<file path="config.mk">
export PLATFORM = sky130hd
export DESIGN_NAME = hcbp_packer_flat
export DESIGN_NICKNAME = d
export VERILOG_FILES = /design/src/hdl/huffman_code_bit_packer_assert.svh /design/src/hdl/hcbp_pkg.sv /design/src/hdl/hcbp_out_if.sv /design/src/hdl/hcbp_packer.sv /design/src/flat_wrapper.sv
export SDC_FILE = /design/constraint.sdc
export NUM_CORES = 1
export LEC_CHECK = 0
export BUFFER_PORTS_ARGS = -buffer_cell sky130_fd_sc_hd__buf_2
export CAP_MARGIN = 40
export CELL_PAD_IN_SITES_DETAIL_PLACEMENT = 1
export CELL_PAD_IN_SITES_GLOBAL_PLACEMENT = 1
export CORE_MARGIN = 2
export CORE_UTILIZATION = 49
export DETAILED_ROUTE_END_ITERATION = 6
export GPL_TIMING_DRIVEN = 0
export MAX_ROUTING_LAYER = met4
export PLACE_DENSITY = 0.95
export SLEW_MARGIN = 20
export SYNTH_ARGS = -nofsm -noshare
export SYNTH_HDL_FRONTEND = slang
export SYNTH_SLANG_ARGS = --single-unit
export TNS_END_PERCENT = 20
</file>
<file path="constraint.sdc">
create_clock -name clk -period 9.9 [get_ports clk]
set_clock_uncertainty 0.2 [all_clocks]
set_input_delay 0.99 -clock clk [delete_from_list [all_inputs] [get_ports clk]]
set_output_delay 0.99 -clock clk [all_outputs]
set_load 0.02 [all_outputs]
</file>
<file path="src/hdl/huffman_code_bit_packer_assert.svh">
// Assertion macros shared by the encoder. Each expects clk and rst in scope.
`ifndef HUFFMAN_CODE_BIT_PACKER_ASSERT_SVH
`define HUFFMAN_CODE_BIT_PACKER_ASSERT_SVH

// Same-cycle implication.
`define HCBP_ASSERT_NOW(label, ante, cons) \
  label: assert property (@(posedge clk) disable iff (rst) (ante) |-> (cons)) \
    else $error("huffman_code_bit_packer: assertion failed");

// Next-cycle implication.
`define HCBP_ASSERT_NEXT(label, ante, cons) \
  label: assert property (@(posedge clk) disable iff (rst) (ante) |=> (cons)) \
    else $error("huffman_code_bit_packer: assertion failed");

`endif

</file>
<file path="src/hdl/hcbp_pkg.sv">
package hcbp_pkg;

  localparam int KIND_W = 2;
  localparam int SYM_W  = 8;
  localparam int CODE_W = 32;
  localparam int LEN_W  = 6;
  localparam int BYTE_W = 8;

  typedef enum logic [KIND_W-1:0] {
    KIND_LOAD   = 2'd0,
    KIND_ENCODE = 2'd1,
    KIND_END    = 2'd2
  } kind_t;

  // Control of the item sitting behind the table read.
  typedef struct packed {
    logic  valid;
    kind_t kind;
  } stage_ctrl_t;

endpackage

</file>
<file path="src/hdl/hcbp_out_if.sv">
interface hcbp_out_if;
  logic                             valid;
  logic                             ready;
  logic [hcbp_pkg::BYTE_W-1:0]      out_byte;
  logic                             byte_valid;
  logic                             run_end;
  logic                             stream_end;

  modport source (output valid, out_byte, byte_valid, run_end, stream_end, input ready);
  modport sink   (input valid, out_byte, byte_valid, run_end, stream_end, output ready);
endinterface

</file>
<file path="src/hdl/hcbp_packer.sv">
module hcbp_packer #(
  parameter int MAX_CODE_BITS = 32
) (
  input  logic                               clk,
  input  logic                               rst,
  input  hcbp_pkg::stage_ctrl_t              stage,
  input  logic [MAX_CODE_BITS-1:0]           rd_code,
  input  logic [$clog2(MAX_CODE_BITS+1)-1:0] rd_len,
  output logic                               advance,
  hcbp_out_if.source                         result
);

  localparam int AW = MAX_CODE_BITS + 8;
  localparam int NB = (MAX_CODE_BITS + 7) / 8;
  localparam int EW = NB * 8;
  localparam int TW = $clog2(MAX_CODE_BITS + 8);
  localparam int SW = $clog2(AW + 1);
  localparam int CW = $clog2(NB + 1);

  // Bit accumulator, left aligned, and its fill.
  logic [7:0]    pend;
  logic [2:0]    pc;
  logic          any;

  // Byte emitter: up to NB bytes waiting, head byte in the top bits.
  logic [EW-1:0] ebuf;
  logic [CW-1:0] ecnt;
  logic          ebv;
  logic          eend;

  logic [TW-1:0] total;
  logic [SW-1:0] shamt;
  logic [AW-1:0] acc;
  logic [AW-1:0] acc_sh;
  logic [CW-1:0] nb;
  logic [7:0]    pend_new;
  logic          is_end;
  logic          produce;
  logic          pop;
  logic          emit_free;
  logic          load_emit;

  always_comb begin
    total     = TW'(pc) + TW'(rd_len);
    shamt     = SW'(AW) - SW'(total);
    acc       = {pend, {MAX_CODE_BITS{1'b0}}} | (AW'(rd_code) << shamt);
    nb        = CW'(total >> 3);
    acc_sh    = acc << {nb, 3'b000};
    pend_new  = acc_sh[AW-1 -: 8];
    is_end    = (stage.kind == hcbp_pkg::KIND_END);
    produce   = stage.valid && (is_end || (nb != '0));
    pop       = (ecnt != '0) && result.ready;
    emit_free = (ecnt == '0) || ((ecnt == CW'(1)) && result.ready);
    advance   = stage.valid && (!produce || emit_free);
    load_emit = advance && produce;
  end

  always_ff @(posedge clk) begin
    if (rst) begin
      pend <= '0;
      pc   <= '0;
      any  <= 1'b0;
    end else if (advance) begin
      if (is_end) begin
        pend <= '0;
        pc   <= '0;
        any  <= 1'b0;
      end else begin
        pend <= pend_new;
        pc   <= total[2:0];
        if (nb != '0) begin
          any <= 1'b1;
        end
      end
    end
  end

  always_ff @(posedge clk) begin
    if (rst) begin
      ecnt <= '0;
    end else if (load_emit) begin
      ecnt <= is_end ? CW'(1) : nb;
    end else if (pop) begin
      ecnt <= ecnt - CW'(1);
    end
  end

  always_ff @(posedge clk) begin
    if (load_emit) begin
      if (is_end) begin
        // Pending bits are zero below the fill, so an empty accumulator gives 0.
        ebuf <= EW'(pend) << (EW - 8);
        ebv  <= (pc != '0) || !any;
        eend <= 1'b1;
      end else begin
        ebuf <= acc[AW-1 -: EW];
        ebv  <= 1'b1;
        eend <= 1'b0;
      end
    end else if (pop) begin
      ebuf <= ebuf << 8;
    end
  end

  assign result.valid      = (ecnt != '0);
  assign result.out_byte   = ebuf[EW-1 -: 8];
  assign result.byte_valid = ebv;
  assign result.run_end    = (ecnt == CW'(1));
  assign result.stream_end = eend;

endmodule

</file>
<file path="src/flat_wrapper.sv">
// flat-port wrapper written by rule: the top's interface ports become plain ports
module hcbp_packer_flat 
#(
  parameter int MAX_CODE_BITS = 32
)
  (clk, rst, stage, rd_code, rd_len, advance, result_valid, result_out_byte, result_byte_valid, result_run_end, result_stream_end, result_ready);
  hcbp_out_if result_i ();
  input  logic clk;
  input  logic rst;
  input  hcbp_pkg::stage_ctrl_t stage;
  input  logic [MAX_CODE_BITS-1:0] rd_code;
  input  logic [$clog2(MAX_CODE_BITS+1)-1:0] rd_len;
  output logic advance;
  output wire logic [$bits(result_i.valid)-1:0] result_valid;
  output wire logic [$bits(result_i.out_byte)-1:0] result_out_byte;
  output wire logic [$bits(result_i.byte_valid)-1:0] result_byte_valid;
  output wire logic [$bits(result_i.run_end)-1:0] result_run_end;
  output wire logic [$bits(result_i.stream_end)-1:0] result_stream_end;
  input wire logic [$bits(result_i.ready)-1:0] result_ready;
  assign result_valid = result_i.valid;
  assign result_out_byte = result_i.out_byte;
  assign result_byte_valid = result_i.byte_valid;
  assign result_run_end = result_i.run_end;
  assign result_stream_end = result_i.stream_end;
  assign result_i.ready = result_ready;
  hcbp_packer #(.MAX_CODE_BITS(MAX_CODE_BITS)) u_core (.clk(clk), .rst(rst), .stage(stage), .rd_code(rd_code), .rd_len(rd_len), .advance(advance), .result(result_i));
endmodule
</file>
### Word-level counts from Yosys, hierarchy flattened

Index checks and enable logic that the tools add are counted.

| storage, ports and cells | value |
|---|---|
| register bits | 49 |
| bits of input ports | 44 |
| output and inout bits | 13 |
| word-level logic and storage cells | 44 |

| cells by class | value |
|---|---|
| add/subtract/negate cells | 3 |
| equality and inequality tests | 2 |
| shift operators | 2 |
| muxes and demuxes | 11 |
| bitwise operators | 1 |
| reduce and logical (&&, ||, !) cells | 18 |

Operators by type and width:

| operator | number |
|---|---|
| 32-bit 2-to-1 mux | 3 |
| 40-bit OR | 1 |
| 32-bit by 6-bit << shifter with 40-bit output | 1 |
| 40-bit by 6-bit << shifter with 40-bit output | 1 |
| 3-bit 2-to-1 mux | 4 |
| 3-bit nonzero test | 3 |
| 8-bit 2-to-1 mux | 1 |
| 3-bit by 6-bit adder with 6-bit output | 1 |
| 6-bit subtractor (first input constant) | 1 |
| 1-bit logical AND | 5 |
| 1-bit logical OR | 4 |
| 2-bit nonzero test | 2 |
| 3-bit by 1-bit == test with 1-bit output (second input constant) | 1 |
| 3-bit zero test | 1 |
| 1-bit 2-to-1 mux | 3 |
| 3-bit by 1-bit subtractor with 3-bit output (second input constant) | 1 |
| 2-bit == test (second input constant) | 1 |
| 1-bit zero test | 2 |
| 2-bit AND reduction | 1 |

### Depth between registers and ports, before layout

Gate-level depths: netlist of run 1.

| depth | value |
|---|---|
| word-level depth | 9 |
| gate-level depth with buffers | 15 |
| mapped depth without buffers | 12 |

### Worst setup path before layout of run 1

Ideal clock, no wire load.

| timing | value |
|---|---|
| kind | in2reg |
| start point | input port rd_len[0] |
| end point | register u_core.ebuf[0] (enable) |
| library setup time | 0.483 ns |
| arrival | 3.897 ns |
| required time | 9.217 ns |
| slack | 5.320 ns |
| stages on the path | 10 |
| buffers on the path | 2 |
| cells stage by stage | ha_1 fa_1 a21oi_2 mux2i_1 nor3_1 o31ai_1 or2_2 clkbuf_1 clkbuf_1 nand2_1 |

| on the way | value |
|---|---|
| word-level cells in the longest chain between the ends | 9 |

RTL lines:

| what | line | RTL |
|---|---|---|
| start: declaration | flat_wrapper.sv:12 | `input logic [$clog2(MAX_CODE_BITS+1)-1:0] rd_len;` |
| 3-bit by 6-bit adder with 6-bit output * | hcbp_packer.sv:44 | `total = TW'(pc) + TW'(rd_len);` |
| 3-bit nonzero test * | hcbp_packer.sv:51 | `produce = stage.valid && (is_end \|\| (nb != '0));` |
| 1-bit logical OR * | hcbp_packer.sv:51 |  |
| 1-bit logical AND * | hcbp_packer.sv:51 |  |
| 1-bit zero test | hcbp_packer.sv:54 | `advance = stage.valid && (!produce \|\| emit_free);` |
| 1-bit logical OR | hcbp_packer.sv:54 |  |
| 1-bit logical AND | hcbp_packer.sv:54 |  |
| 1-bit logical AND * | hcbp_packer.sv:55 | `load_emit = advance && produce;` |
| 2-bit nonzero test (no source line) * | -- |  |
| end signal: assignment | hcbp_packer.sv:92 | `ebuf <= EW'(pend) << (EW - 8);` |
| end signal: assignment | hcbp_packer.sv:96 | `ebuf <= acc[AW-1 -: EW];` |
| end signal: assignment | hcbp_packer.sv:101 | `ebuf <= ebuf << 8;` |
| end: declaration | hcbp_packer.sv:26 | `logic [EW-1:0] ebuf;` |

Mark *: on every way between the ends. The rest lies on a longest branch, timed or not.
A chain may end at the register's enable or synchronous reset.

### Worst setup path in the final report of run 1

| timing | value |
|---|---|
| start point | input port rd_len[0] |
| end point | output port advance |

| on the way | value |
|---|---|
| word-level cells in the longest chain between the ends | 7 |

RTL lines:

| what | line | RTL |
|---|---|---|
| 3-bit by 6-bit adder with 6-bit output | hcbp_packer.sv:44 |  |
| 3-bit nonzero test | hcbp_packer.sv:51 |  |
| 1-bit logical OR | hcbp_packer.sv:51 |  |
| 1-bit logical AND | hcbp_packer.sv:51 |  |
| 1-bit zero test | hcbp_packer.sv:54 |  |
| 1-bit logical OR | hcbp_packer.sv:54 |  |
| 1-bit logical AND | hcbp_packer.sv:54 |  |
| end: declaration | flat_wrapper.sv:13 | `output logic advance;` |

Every way passes these cells.

==> results.md, run 1 <==
| Metric | Value |
|---|---|
| Number of DRC violations after detailed routing | 0 |
| Net count of the mapped netlist | 606 |
| Critical hold path startpoint | u_core.any$_SDFFE_PP0P_ |
| Count of antenna diodes in the layout | 0 |
| Clock buffers created by TritonCTS | 5 |
| Std cell rows | 36 |
| DR pass1 iterations | 4 |
| Combined area of all synthesized cells | 4912 um2 |
| Library cell contributing the largest single delay on the critical path | sky130_fd_sc_hd__o31ai_1 |
| Reg-to-reg critical path startpoint | u_core.pc[0]$_SDFFE_PP0N_ |
| Wire length reported by the detailed router | 16990 um |
| Delay of the slowest cell on the worst path | 0.66 ns |
| Placeable Area | 9774 um2 |
| Fmax | 0.1884 GHz |
| Maximum Capacitance Violations | 0 |
| Total number of nets in the final design | 667 |
| Die span in y | 104.1 um |
| Worst Hold Path Cells | 2 |
| Number of instances resized during post-cts repair | 0 |
| HPWL reported at the end of detailed placement | 13910 um |
| Least-Margin Pin Slew | 0.9205 ns |
| Hold Crit Class | reg2reg |
| Total global routing overflow | 0 |
| Clock tree from TritonCTS | yes |
| Post-CTS Setup Repair Bufs | 0 |
| Share of flip-flops with an asynchronous set or reset | 0% |
| Crit path capture type | primary output |
| Via count of the first global-routing pass | 4996 |
| Number of non-filler instances in the completed layout | 749 |
| Worst-Skew Late Latency | 0.31 ns |
| Leakage power total | 2.270 nW |
| Source of the critical timing path | rd_len[0] |
| Count of pins over their slew limit | 0 |
| Avg Vias per Cell | 6.403 |
| Endpoint arrival time on the critical path | 4.12 ns |
| Hold EP | u_core.any$_SDFFE_PP0P_ |
| Count of port buffers added during placement | 54 |
| Startpoint kind of the worst setup timing path | input port |
| Fin. Hold Viols | 0 |
| Unrepaired setup endpoints after global routing | false |
| List of cells traversed by the critical path | buf_2 > ha_1 > fa_1 > a21oi_2 > mux2i_1 > nor3_1 > o31ai_1 > clkbuf_1 > inv_1 > buf_2 |
| Yosys reg bits | 49 |
| Number of instances in the synthesized netlist | 554 |
| Clk Tree Root Cell | sky130_fd_sc_hd__clkbuf_8 |
| Starting density of the core | 50.26% |
| ANT nets after route | 0 |
| Ratio of final minimum period to clock period | 53.62% |
| Maximum number of pins on one net before global-route repair | 34 |
| Maximum level of the CTS H-tree | 2 |
| Die outline width | 104.1 um |
| Detailed-route wire length per cell | 22.68 um |
| Power per Cell Area | 354.6 nW/um2 |
| Overall die area | 10840 um2 |
| Fraction of final layout cells sized beyond drive strength 1 | 22.40% |
| Post-layout minimum cycle time | 5.308 ns |
| Number of primary I/O pins | 57 |
| Post-synthesis cell type count | 73 |
| All-layer global routing usage | 32.47% |
| Number of antenna violations at the first check in global routing | 0 |
| Synth Flop Type | sky130_fd_sc_hd__edfxtp_1 |
| CTS clock-pin slew for the worst setup and hold paths | 0.08 ns |
| Mean Syn Cell Area | 8.867 um2 |
| Hold buffer count at cts | 0 |
| Total setup violations reported at the end of the flow | 0 |
| Required time worst endpoint | 8.71 ns |
| CTS Sinks | 49 |
| Worst voltage drop across the vdd grid | 0.1872 mV |
| Cell seen most often among critical-path stages | sky130_fd_sc_hd__buf_2 |
| Number of warnings issued by yosys | 0 |
| Capture point of the worst reg-to-reg path | u_core.ebuf[28]$_DFFE_PP_ |
| Relative max-transition margin | 38.19% |
| DRC marker count from the first detailed-route iteration | 331 |
| Largest fanout of any net on the critical path | 10 |
| Share of the yosys chip area belonging to registers | 26.90% |
| Cell total after placement | 741 |
| Outcome | finished clean |
| Worst reg-to-reg setup slack | 5.16 ns |
| Crit Path Category | in2out |
| Weighted congestion at the end of routability-driven global placement | 0.9694 |
| Global-route wire length before repair | 27120 um |
| Logic depth of the worst register-to-register path | 10 |
| Vias after detailed routing | 4796 |
| Buffer levels on the longest clock path | 2 |
| Total negative slack for setup checks | 0 ns |
| Layout Area Growth over Synthesis | 10.65% |
| Number of synthesized flops with an enable pin | 34 |
[registers in the layout (all words and copies together), names as in the netlist]
| register | cells |
|---|---|
| u_core.pc | 3 |
| u_core.result.byte_valid | 1 |
| u_core.result.stream_end | 1 |
| u_core.ebuf | 32 |
| u_core.ecnt | 3 |
| u_core.pend | 8 |
| u_core.any | 1 |
[per-layer routing]
layer / global-route usage (%) / vias to the layer above / wire, um / part of all wire [%]
li1: - / 2196 / - / -
met1: 38.76 / 2355 / 7050 / 41
met4: 13.03 / 0 / 612 / 3.6
met3: 3.759 / 43 / 894 / 5.3
met2: 56.06 / 202 / 8432 / 50
met5: - / - / 0 / 0
[critical path, delay by kind of cell]
family                   cells  cell delay, ns
buffers and inverters        4            0.93
AO/OA/AOI/OAI                2            0.92
adder cells (fa/ha/maj)      2            0.73
multiplexers                 1            0.44
AND/OR/NAND/NOR              1            0.10
[power by group]
part | switching, mW | internal [mW]
registers | 0.0342 | 0.341
clock network | 0.0678 | 0.0501
logic | 0.904 | 0.530
total | 1.01 | 0.921
[how the worst max path moves through the flow]
| stage | slack [ns] | to | depth (start not counted) |
|---|---|---|---|
| 2_1_floorplan | 5.32 | u_core.ebuf[0]$_SDFFCE_PP0P_ | 10 |
| 3_3_place_gp | 4.23 | u_core.ebuf[4]$_SDFFCE_PP0P_ | 11 |
| 3_5_place_dp | 4.48 | u_core.ecnt[1]$_SDFFE_PP0P_ | 13 |
| 4_1_cts | 4.66 | advance | 10 |
| 5_1_grt | 4.43 | advance | 10 |
| 6_report | 4.59 | advance | 10 |
[layout make-up]
cell class	count	area, um2
well taps	133	166.4
clock inverters	1	7.507
clock buffers	7	76.32
plain buffers	51	277.8
fillers	1225	4339
multi-input cells	439	3259
inverters	15	56.30
flip-flops and latches	49	1321
repair buffers	54	270.3
[layout by cell type (no fill, tap or decap), types with 3 or more instances in the layout]
cell type,n
sky130_fd_sc_hd__o22ai_1,6
sky130_fd_sc_hd__inv_1,14
sky130_fd_sc_hd__a22o_1,7
sky130_fd_sc_hd__edfxtp_1,34
sky130_fd_sc_hd__o31ai_1,4
sky130_fd_sc_hd__or2_1,3
sky130_fd_sc_hd__or2_2,4
sky130_fd_sc_hd__clkbuf_1,20
sky130_fd_sc_hd__nor2_1,46
sky130_fd_sc_hd__a22oi_1,4
sky130_fd_sc_hd__mux2i_1,53
sky130_fd_sc_hd__dfxtp_1,15
sky130_fd_sc_hd__a211oi_1,14
sky130_fd_sc_hd__buf_2,71
sky130_fd_sc_hd__o21ai_0,25
sky130_fd_sc_hd__nand3_1,15
sky130_fd_sc_hd__nand2b_1,5
sky130_fd_sc_hd__nor4_1,3
sky130_fd_sc_hd__nand2_1,72
sky130_fd_sc_hd__a21oi_1,33
sky130_fd_sc_hd__a211o_1,5
sky130_fd_sc_hd__a31oi_1,7
sky130_fd_sc_hd__and2_1,5
sky130_fd_sc_hd__ha_1,7
sky130_fd_sc_hd__and3_1,14
sky130_fd_sc_hd__mux2_2,4
sky130_fd_sc_hd__mux4_2,25
sky130_fd_sc_hd__buf_4,13
sky130_fd_sc_hd__nor3_1,18
sky130_fd_sc_hd__nor2b_1,6
sky130_fd_sc_hd__clkbuf_8,5
[logic make-up after synthesis]
family / count (synthesis) / share of synthesized area (%)
DFF: 49 / 26.90
muxes: 82 / 23.18
adders and majority gates: 8 / 2.190
AOI/OAI and AO/OA: 139 / 19.28
buffers and inverters: 66 / 6.800
xor gates and xnor gates: 7 / 2.293
and+or+nand+nor: 203 / 19.36
[cell usage after synthesis, types with 3 or more instances]
master / instances / share of area [%]
sky130_fd_sc_hd__nand2_1: 73 / 5.6
sky130_fd_sc_hd__mux2i_1: 53 / 11
sky130_fd_sc_hd__nor2_1: 46 / 3.5
sky130_fd_sc_hd__edfxtp_1: 34 / 21
sky130_fd_sc_hd__a21oi_1: 33 / 3.4
sky130_fd_sc_hd__mux4_2: 25 / 11
sky130_fd_sc_hd__o21ai_0: 25 / 2.5
sky130_fd_sc_hd__clkbuf_1: 18 / 1.4
sky130_fd_sc_hd__nor3_1: 18 / 1.8
sky130_fd_sc_hd__buf_2: 17 / 1.7
sky130_fd_sc_hd__dfxtp_1: 15 / 6.1
sky130_fd_sc_hd__nand3_1: 15 / 1.5
sky130_fd_sc_hd__a211oi_1: 14 / 2.1
sky130_fd_sc_hd__and3_1: 14 / 1.8
sky130_fd_sc_hd__inv_1: 14 / 1.1
sky130_fd_sc_hd__buf_4: 13 / 2.0
sky130_fd_sc_hd__a22o_1: 7 / 1.2
sky130_fd_sc_hd__a31oi_1: 7 / 0.89
sky130_fd_sc_hd__ha_1: 7 / 1.8
sky130_fd_sc_hd__nor2b_1: 6 / 0.76
sky130_fd_sc_hd__o22ai_1: 6 / 0.76
sky130_fd_sc_hd__a211o_1: 5 / 0.89
sky130_fd_sc_hd__and2_1: 5 / 0.64
sky130_fd_sc_hd__nand2b_1: 5 / 0.64
sky130_fd_sc_hd__a22oi_1: 4 / 0.61
sky130_fd_sc_hd__mux2_2: 4 / 0.92
sky130_fd_sc_hd__o31ai_1: 4 / 0.61
sky130_fd_sc_hd__or2_2: 4 / 0.51
sky130_fd_sc_hd__nor4_1: 3 / 0.38
sky130_fd_sc_hd__or2_1: 3 / 0.38
[stage by stage]
stage               setup slack, ns  hold slack, ns  utilization (%)  total power [mW]  instance area (um2)
floorplan                     5.320          0.2316                -             1.375                 4912
global placement              4.227          0.2660            54.72             1.707                 5349
finish                        4.592          0.2977            55.61             1.927                 5435
global route                  4.428          0.3291            55.61             2.047                 5435
CTS                           4.663          0.3007            55.61             1.898                 5435
detailed placement            4.477          0.2853            54.75             1.777                 5351
(Power assumes the default switching activity.)
==> run 2: changes to the inputs <==
--- a/config.mk
+++ b/config.mk
@@ -10,11 +10,11 @@
 export CELL_PAD_IN_SITES_DETAIL_PLACEMENT = 1
 export CELL_PAD_IN_SITES_GLOBAL_PLACEMENT = 1
 export CORE_MARGIN = 2
-export CORE_UTILIZATION = 49
+export CORE_UTILIZATION = 46
 export DETAILED_ROUTE_END_ITERATION = 6
 export GPL_TIMING_DRIVEN = 0
 export MAX_ROUTING_LAYER = met4
-export PLACE_DENSITY = 0.95
+export PLACE_DENSITY = 0.91
 export SLEW_MARGIN = 20
 export SYNTH_ARGS = -nofsm -noshare
 export SYNTH_HDL_FRONTEND = slang
==> constraint.sdc (replaced) <==
create_clock -name clk -period 5.2 [get_ports clk]
set_clock_uncertainty 0.2 [all_clocks]
set_input_delay 0.52 -clock clk [delete_from_list [all_inputs] [get_ports clk]]
set_output_delay 0.52 -clock clk [all_outputs]
set_load 0.02 [all_outputs]
==> results.md, run 2 (synthesis results as in run 1) <==
| Metric | Value |
|---|---|
| Die outline width | 107.3 um |
| Clock buffers created by TritonCTS | 5 |
| Count of port buffers added during placement | 54 |
| CTS Sinks | 49 |
| DRC marker count from the first detailed-route iteration | 306 |
| Fill cell count | 1267 |
| Global-route wire length before repair | 26560 um |
| Ratio of final minimum period to clock period | 88.96% |
| Number of instances resized during post-cts repair | 0 |
| Maximum level of the CTS H-tree | 2 |
| Count of pins over their slew limit | 0 |
| All-layer global routing usage | 30.38% |
| Die span in y | 107.3 um |
| Total setup violations reported at the end of the flow | 0 |
| Fmax | 0.2162 GHz |
| Hold buffer count at cts | 0 |
| Crit Path Category | reg2reg |
| Relative max-transition margin | 48.90% |
| Starting density of the core | 47.58% |
| Post-layout minimum cycle time | 4.626 ns |
| Number of flip-flops under the largest register name | 32 |
| Most frequent cells in the layout | sky130_fd_sc_hd__buf_2 (72), sky130_fd_sc_hd__nand2_1 (72), sky130_fd_sc_hd__mux2i_1 (53) |
| Delay of the slowest cell on the worst path | 0.61 ns |
| Post-CTS Setup Repair Bufs | 0 |
| Largest fanout of any net on the critical path | 33 |
| Number of antenna violations at the first check in global routing | 0 |
| Number of DRC violations after detailed routing | 0 |
| Least-Margin Pin Slew | 0.7638 ns |
| Std cell rows | 37 |
| Vias after detailed routing | 4849 |
| Hold Crit Class | reg2reg |
| Overall die area | 11520 um2 |
| Total cell area at the placement stage | 5360 um2 |
| Crit path capture type | flop |
| Layout Area Growth over Synthesis | 11.28% |
| Required time worst endpoint | 4.87 ns |
| Startpoint kind of the worst setup timing path | flop |
| Avg Vias per Cell | 6.440 |
| Weighted congestion at the end of routability-driven global placement | 1.009 |
| Fraction of final layout cells sized beyond drive strength 1 | 22.53% |
| Footprint of the multi-input gates | 3259 um2 |
| Design area | 5466 um2 |
| Buffer levels on the longest clock path | 2 |
| Maximum number of pins on one net before global-route repair | 34 |
| Count of antenna diodes in the layout | 0 |
| Worst voltage drop across the vdd grid | 0.4093 mV |
| Clk Tree Root Cell | sky130_fd_sc_hd__clkbuf_8 |
| List of cells traversed by the critical path | ha_1 > fa_1 > a21oi_2 > mux2i_1 > nor3_1 > o31ai_1 > or2_2 > clkbuf_1 > clkbuf_1 > nand2_2 |
| Maximum Capacitance Violations | 0 |
| Placeable Area | 10320 um2 |
| Total number of nets in the final design | 668 |
| Wire length reported by the detailed router | 16700 um |
| Outcome | finished clean |
| Endpoint arrival time on the critical path | 4.30 ns |
| Via count of the first global-routing pass | 4949 |
| CTS clock-pin slew for the worst setup and hold paths | 0.09 ns |
| ANT nets after route | 0 |
| Power per Cell Area | 681.1 nW/um2 |
| Library cell contributing the largest single delay on the critical path | sky130_fd_sc_hd__nand2_2 |
| Worst-Skew Late Latency | 0.30 ns |
| Total global routing overflow | 0 |
| Register area | 1321 um2 |
| Power Total | 3.723 mW |
| Largest register by flop count | u_core.ebuf |
| Clock tree from TritonCTS | yes |
| Detailed-route wire length per cell | 22.18 um |
| DR pass1 iterations | 5 |
| HPWL reported at the end of detailed placement | 13700 um |
| Largest regs | u_core.ebuf: 32 flops, u_core.pend: 8 flops |
| Fin. Hold Viols | 0 |
| Total negative slack for setup checks | 0 ns |
| Leakage power total | 2.288 nW |
| Unrepaired setup endpoints after global routing | false |
| Number of primary I/O pins | 57 |
| Cell seen most often among critical-path stages | sky130_fd_sc_hd__clkbuf_1 |
run 2: cell count changes in the layout (fill, tap and decap cells not counted):
| cell | change |
|---|---|
| sky130_fd_sc_hd__buf_2 | +1 |
| sky130_fd_sc_hd__clkinv_1 | +1 |
| sky130_fd_sc_hd__clkbuf_1 | -1 |
| sky130_fd_sc_hd__clkinvlp_4 | -1 |
| sky130_fd_sc_hd__bufinv_16 | +1 |
run 2: per-layer routing:
layer	up-vias	GRT usage [%]	routed length (um)
met1	2365	37.56	6993
met4	0	12.36	637
met5	-	-	0
met2	235	51.08	8058
met3	46	3.329	1012
li1	2203	-	-
run 2: per-stage QoR:
stage / setup slack [ns] / cells / utilization (%) / hold WS (ns)
floorplan: 1.090 / 554 / - / 0.2316
global placement: 0.007774 / 744 / 51.85 / 0.2666
detailed placement: 0.2693 / 745 / 51.92 / 0.2759
CTS: 0.5673 / 753 / 52.95 / 0.2807
global route: 0.1955 / 753 / 52.95 / 0.2976
finish: 0.5738 / 753 / 52.95 / 0.2918
run 2: path summary, 6_finish.rpt:
kind / start / endpoint / slack, ns / cells after the start
setup / recovery: u_core.pc[0]$_SDFFE_PP0N_ / u_core.ebuf[20]$_DFFE_PP_ / 0.57 / 10
setup reg to reg: u_core.pc[0]$_SDFFE_PP0N_ / u_core.ebuf[20]$_DFFE_PP_ / 0.57 / 10
hold / removal: u_core.any$_SDFFE_PP0P_ / u_core.any$_SDFFE_PP0P_ / 0.29 / 2
hold reg to reg: u_core.any$_SDFFE_PP0P_ / u_core.any$_SDFFE_PP0P_ / 0.29 / 2
run 2: cell type report:
class	count	share of cell area, %
Buffer	51	5.081
Multi-Input combinational cell	439	59.62
Sequential cell	49	24.17
Clock buffer	6	1.328
Timing Repair Buffer	55	5.035
Clock inverter	2	0.6180
Inverter	15	1.030
Tap cell	136	3.113
run 2: critical path: cells and delay by family (launching register included):
kind | cells | cell delay [ns]
buffers and inverters | 2 | 0.71
AND/OR/NAND/NOR | 3 | 0.93
multiplexers | 1 | 0.42
adder cells (fa/ha/maj) | 2 | 0.73
flip-flops | 1 | 0.34
AO/OA/AOI/OAI | 2 | 0.86
run 2: where the power goes:
part | total, mW | leakage, nW | internal (mW) | switching [mW]
registers | 0.713 | 0.458 | 0.650 | 0.0633
clock network | 0.266 | 0.0528 | 0.142 | 0.124
logic | 2.74 | 1.78 | 1.01 | 1.73
total | 3.72 | 2.29 | 1.80 | 1.92
==> run 3: changes to the inputs <==
--- a/config.mk
+++ b/config.mk
@@ -5,16 +5,17 @@
 export SDC_FILE = /design/constraint.sdc
 export NUM_CORES = 1
 export LEC_CHECK = 0
+export ABC_AREA = 1
 export BUFFER_PORTS_ARGS = -buffer_cell sky130_fd_sc_hd__buf_2
 export CAP_MARGIN = 40
 export CELL_PAD_IN_SITES_DETAIL_PLACEMENT = 1
 export CELL_PAD_IN_SITES_GLOBAL_PLACEMENT = 1
 export CORE_MARGIN = 2
-export CORE_UTILIZATION = 46
+export CORE_UTILIZATION = 41
 export DETAILED_ROUTE_END_ITERATION = 6
 export GPL_TIMING_DRIVEN = 0
 export MAX_ROUTING_LAYER = met4
-export PLACE_DENSITY = 0.91
+export PLACE_DENSITY_LB_ADDON = 0.1
 export SLEW_MARGIN = 20
 export SYNTH_ARGS = -nofsm -noshare
 export SYNTH_HDL_FRONTEND = slang
==> results.md, run 3 <==
| Metric | Value |
|---|---|
| Required time worst endpoint | 5.23 ns |
| Leakage power total | 2.805 nW |
| Ratio of final minimum period to clock period | 76.80% |
| Worst-Skew Late Latency | 0.30 ns |
| Number of instances in the synthesized netlist | 839 |
| Number of warnings issued by yosys | 0 |
| Cell internal pwr | 1.605 mW |
| DR pass1 iterations | 5 |
| Least-Margin Pin Slew | 0.6328 ns |
| Portion of total power attributed to sequential cells | 19.3% |
| Synth Flop Type | sky130_fd_sc_hd__edfxtp_1 |
| Combined area of all synthesized cells | 4976 um2 |
| Top Usage Layer GRT | met2 |
| Starting density of the core | 41.78% |
| Global-route wire length before repair | 30550 um |
| Count of pins over their slew limit | 0 |
| CTS Sinks | 49 |
| Net switching share of the total power | 55.42% |
| Layout Area Growth over Synthesis | 13.02% |
| Worst reg-to-reg setup slack | 1.21 ns |
| GR Util met1 | 39.21% |
| Crit Path Category | reg2reg |
| Unrepaired setup endpoints after global routing | false |
| Weighted congestion at the end of routability-driven global placement | 0.9682 |
| Share of the core filled with cells | 47.22% |
| Clock network power share | 10.1% |
| Largest regs | u_core.ebuf: 32 flops, u_core.pend: 8 flops |
| Placeable Area | 11910 um2 |
| Endpoint arrival time on the critical path | 4.03 ns |
| Post-CTS Setup Repair Bufs | 0 |
| Top cell type's share of synthesized area | 29.49% |
| Worst voltage drop across the vdd grid | 0.1865 mV |
| Overall die area | 13030 um2 |
| Maximum Capacitance Violations | 0 |
| Clock tree from TritonCTS | yes |
| Number of instances resized during post-cts repair | 0 |
| Power Total | 3.601 mW |
| Capture point of the worst reg-to-reg path | u_core.pend[6]$_SDFFE_PP0N_ |
| Share of flip-flops with an asynchronous set or reset | 0% |
| Number of synthesized flops with an enable pin | 34 |
| Maximum level of the CTS H-tree | 2 |
| Count of port buffers added during placement | 56 |
| Dominant cell by count in the synthesized netlist | sky130_fd_sc_hd__nand2_1 |
| Most common library cells after synthesis | sky130_fd_sc_hd__nand2_1 (391), sky130_fd_sc_hd__nand3_1 (75), sky130_fd_sc_hd__o21ai_0 (71) |
| Largest register by flop count | u_core.ebuf |
| HPWL reported at the end of detailed placement | 15600 um |
| Post-layout minimum cycle time | 3.993 ns |
| Largest fanout of any net on the critical path | 10 |
| Total negative slack for setup checks | 0 ns |
| Fraction of final layout cells sized beyond drive strength 1 | 15.60% |
| Std cell rows | 40 |
| Share of the yosys chip area belonging to registers | 26.55% |
| Total global routing overflow | 0 |
| Logic depth of the worst register-to-register path | 17 |
| Total cell area at the placement stage | 5440 um2 |
| CTS clock-pin slew for the worst setup and hold paths | 0.07 ns |
| Setup crit end | u_core.pend[6]$_SDFFE_PP0N_ |
| Relative max-transition margin | 57.81% |
| Detailed-route wire length per cell | 18.10 um |
| Outcome | finished clean |
| Design area | 5624 um2 |
| All-layer global routing usage | 30.84% |
| Hold buffer count at cts | 0 |
| Fin. Hold Viols | 0 |
| Wire length reported by the detailed router | 19020 um |
| Total number of nets in the final design | 955 |
| Net count of the mapped netlist | 891 |
| Vias after detailed routing | 5871 |
| Cell types with the largest area share after synthesis | sky130_fd_sc_hd__nand2_1 (29%), sky130_fd_sc_hd__edfxtp_1 (21%), sky130_fd_sc_hd__nand3_1 (7.5%) |
| DRC marker count from the first detailed-route iteration | 358 |
| Most frequent cells in the layout | sky130_fd_sc_hd__nand2_1 (391), sky130_fd_sc_hd__buf_2 (79), sky130_fd_sc_hd__nand3_1 (75) |
| Die span in y | 114.2 um |
| Total setup violations reported at the end of the flow | 0 |
| Clock buffers created by TritonCTS | 5 |
| ANT nets after route | 0 |
| Met2 demand-to-capacity share in global routing | 51.31% |
| Reg-to-reg critical path startpoint | u_core.pc[0]$_SDFFE_PP0N_ |
| Clk Tree Root Cell | sky130_fd_sc_hd__clkbuf_16 |
| Yosys reg bits | 49 |
| Avg Vias per Cell | 5.586 |
| Largest area contributor in the netlist | sky130_fd_sc_hd__nand2_1 |
| Fraction of power consumed by combinational cells | 70.6% |
| Met3 routing resource usage after global routing | 3.917% |
| Count of antenna diodes in the layout | 0 |
| Startpoint kind of the worst setup timing path | flop |
| Source of the critical timing path | u_core.pc[0]$_SDFFE_PP0N_ |
| Buffer levels on the longest clock path | 2 |
| Via count of the first global-routing pass | 5758 |
| Mean Syn Cell Area | 5.931 um2 |
| Number of flip-flops under the largest register name | 32 |
| Post-synthesis cell type count | 39 |
| Number of antenna violations at the first check in global routing | 0 |
| Number of primary I/O pins | 57 |
| Fmax | 0.2504 GHz |
| Die outline width | 114.2 um |
| Crit path capture type | flop |
| Maximum number of pins on one net before global-route repair | 38 |
| Power per Cell Area | 640.3 nW/um2 |
| Most common library cell in the layout ignoring fill and taps | sky130_fd_sc_hd__nand2_1 |
| Hold Crit Class | reg2reg |
| Number of DRC violations after detailed routing | 0 |
| Power spent charging and discharging nets | 1.996 mW |
==> run 3: worst max-delay path: stages (launching register included) <==
cell                       delay, ns
sky130_fd_sc_hd__dfxtp_1        0.34
sky130_fd_sc_hd__ha_1           0.24
sky130_fd_sc_hd__fa_1           0.54
sky130_fd_sc_hd__inv_1          0.09
sky130_fd_sc_hd__ha_1           0.28
sky130_fd_sc_hd__buf_2          0.17
sky130_fd_sc_hd__inv_1          0.15
sky130_fd_sc_hd__clkbuf_1       0.39
sky130_fd_sc_hd__o21ai_0        0.25
sky130_fd_sc_hd__o21ai_0        0.35
sky130_fd_sc_hd__nand2_1        0.13
sky130_fd_sc_hd__o21ai_0        0.10
sky130_fd_sc_hd__nand3_1        0.12
sky130_fd_sc_hd__nand3_1        0.10
sky130_fd_sc_hd__nand2_1        0.06
sky130_fd_sc_hd__nand2_1        0.06
sky130_fd_sc_hd__nand3b_1       0.17
sky130_fd_sc_hd__a21oi_1        0.17
==> run 3: layout make-up <==
| cell class | count | area (um2) |
|---|---|---|
| plain buffers | 56 | 332.8 |
| clock buffers | 6 | 150.1 |
| clock inverters | 2 | 13.76 |
| fillers | 1721 | 6287 |
| inverters | 61 | 229.0 |
| multi-input cells | 673 | 3093 |
| flip-flops and latches | 49 | 1321 |
| well taps | 147 | 183.9 |
| repair buffers | 57 | 300.3 |
==> run 3: power by group through the flow <==
stage | sequential (mW) | combinational (mW) | clock [mW]
floorplan | 0.683 | 1.74 | 0
global placement | 0.699 | 2.41 | 0
detailed placement | 0.706 | 2.46 | 0
CTS | 0.698 | 2.48 | 0.363
global route | 0.704 | 2.81 | 0.375
finish | 0.695 | 2.54 | 0.364
==> run 3: how the worst min path moves through the flow <==
stage	slack (ns)	cells past startpoint	from	to
after CTS	0.27	2	rst	u_core.pend[3]$_SDFFE_PP0N_
after global routing	0.29	2	rst	u_core.pend[3]$_SDFFE_PP0N_
final	0.27	2	u_core.any$_SDFFE_PP0P_	u_core.any$_SDFFE_PP0P_
after global placement	0.26	2	u_core.ecnt[1]$_SDFFE_PP0P_	u_core.ecnt[1]$_SDFFE_PP0P_
after floorplan	0.24	2	u_core.any$_SDFFE_PP0P_	u_core.any$_SDFFE_PP0P_
after detailed placement	0.27	2	u_core.any$_SDFFE_PP0P_	u_core.any$_SDFFE_PP0P_
==> run 3: metrics by stage <==
| stage | hold WS (ns) | setup WS (ns) | std cells |
|---|---|---|---|
| 6_report | 0.2715 | 1.207 | 1051 |
| 5_1_grt | 0.2850 | 0.8758 | 1051 |
| 4_1_cts | 0.2737 | 1.222 | 1050 |
| 3_5_place_dp | 0.2664 | 0.9549 | 1042 |
| 3_3_place_gp | 0.2576 | 0.9630 | 1042 |
| 2_1_floorplan | 0.2406 | 1.873 | 839 |
==> run 3: cell families (layout without fill, tap and decap cells) <==
family / count (synthesis) / in the layout / synth area share (%)
buffers and inverters: 117 / 182 / 11.29
xor gates and xnor gates: 1 / 1 / 0.1760
AOI/OAI and AO/OA: 130 / 130 / 14.48
and+or+nand+nor: 533 / 533 / 45.13
DFF: 49 / 49 / 26.55
muxes: 1 / 1 / 0.2012
adders and majority gates: 8 / 8 / 2.162
==> run 3: layer usage <==
layer / vias to the layer above / wire, um / part of all wire, %
met5: - / 0 / 0
met3: 36 / 1055 / 5.5
met1: 2797 / 8527 / 45
met2: 194 / 8919 / 47
li1: 2844 / - / -
met4: 0 / 522 / 2.7
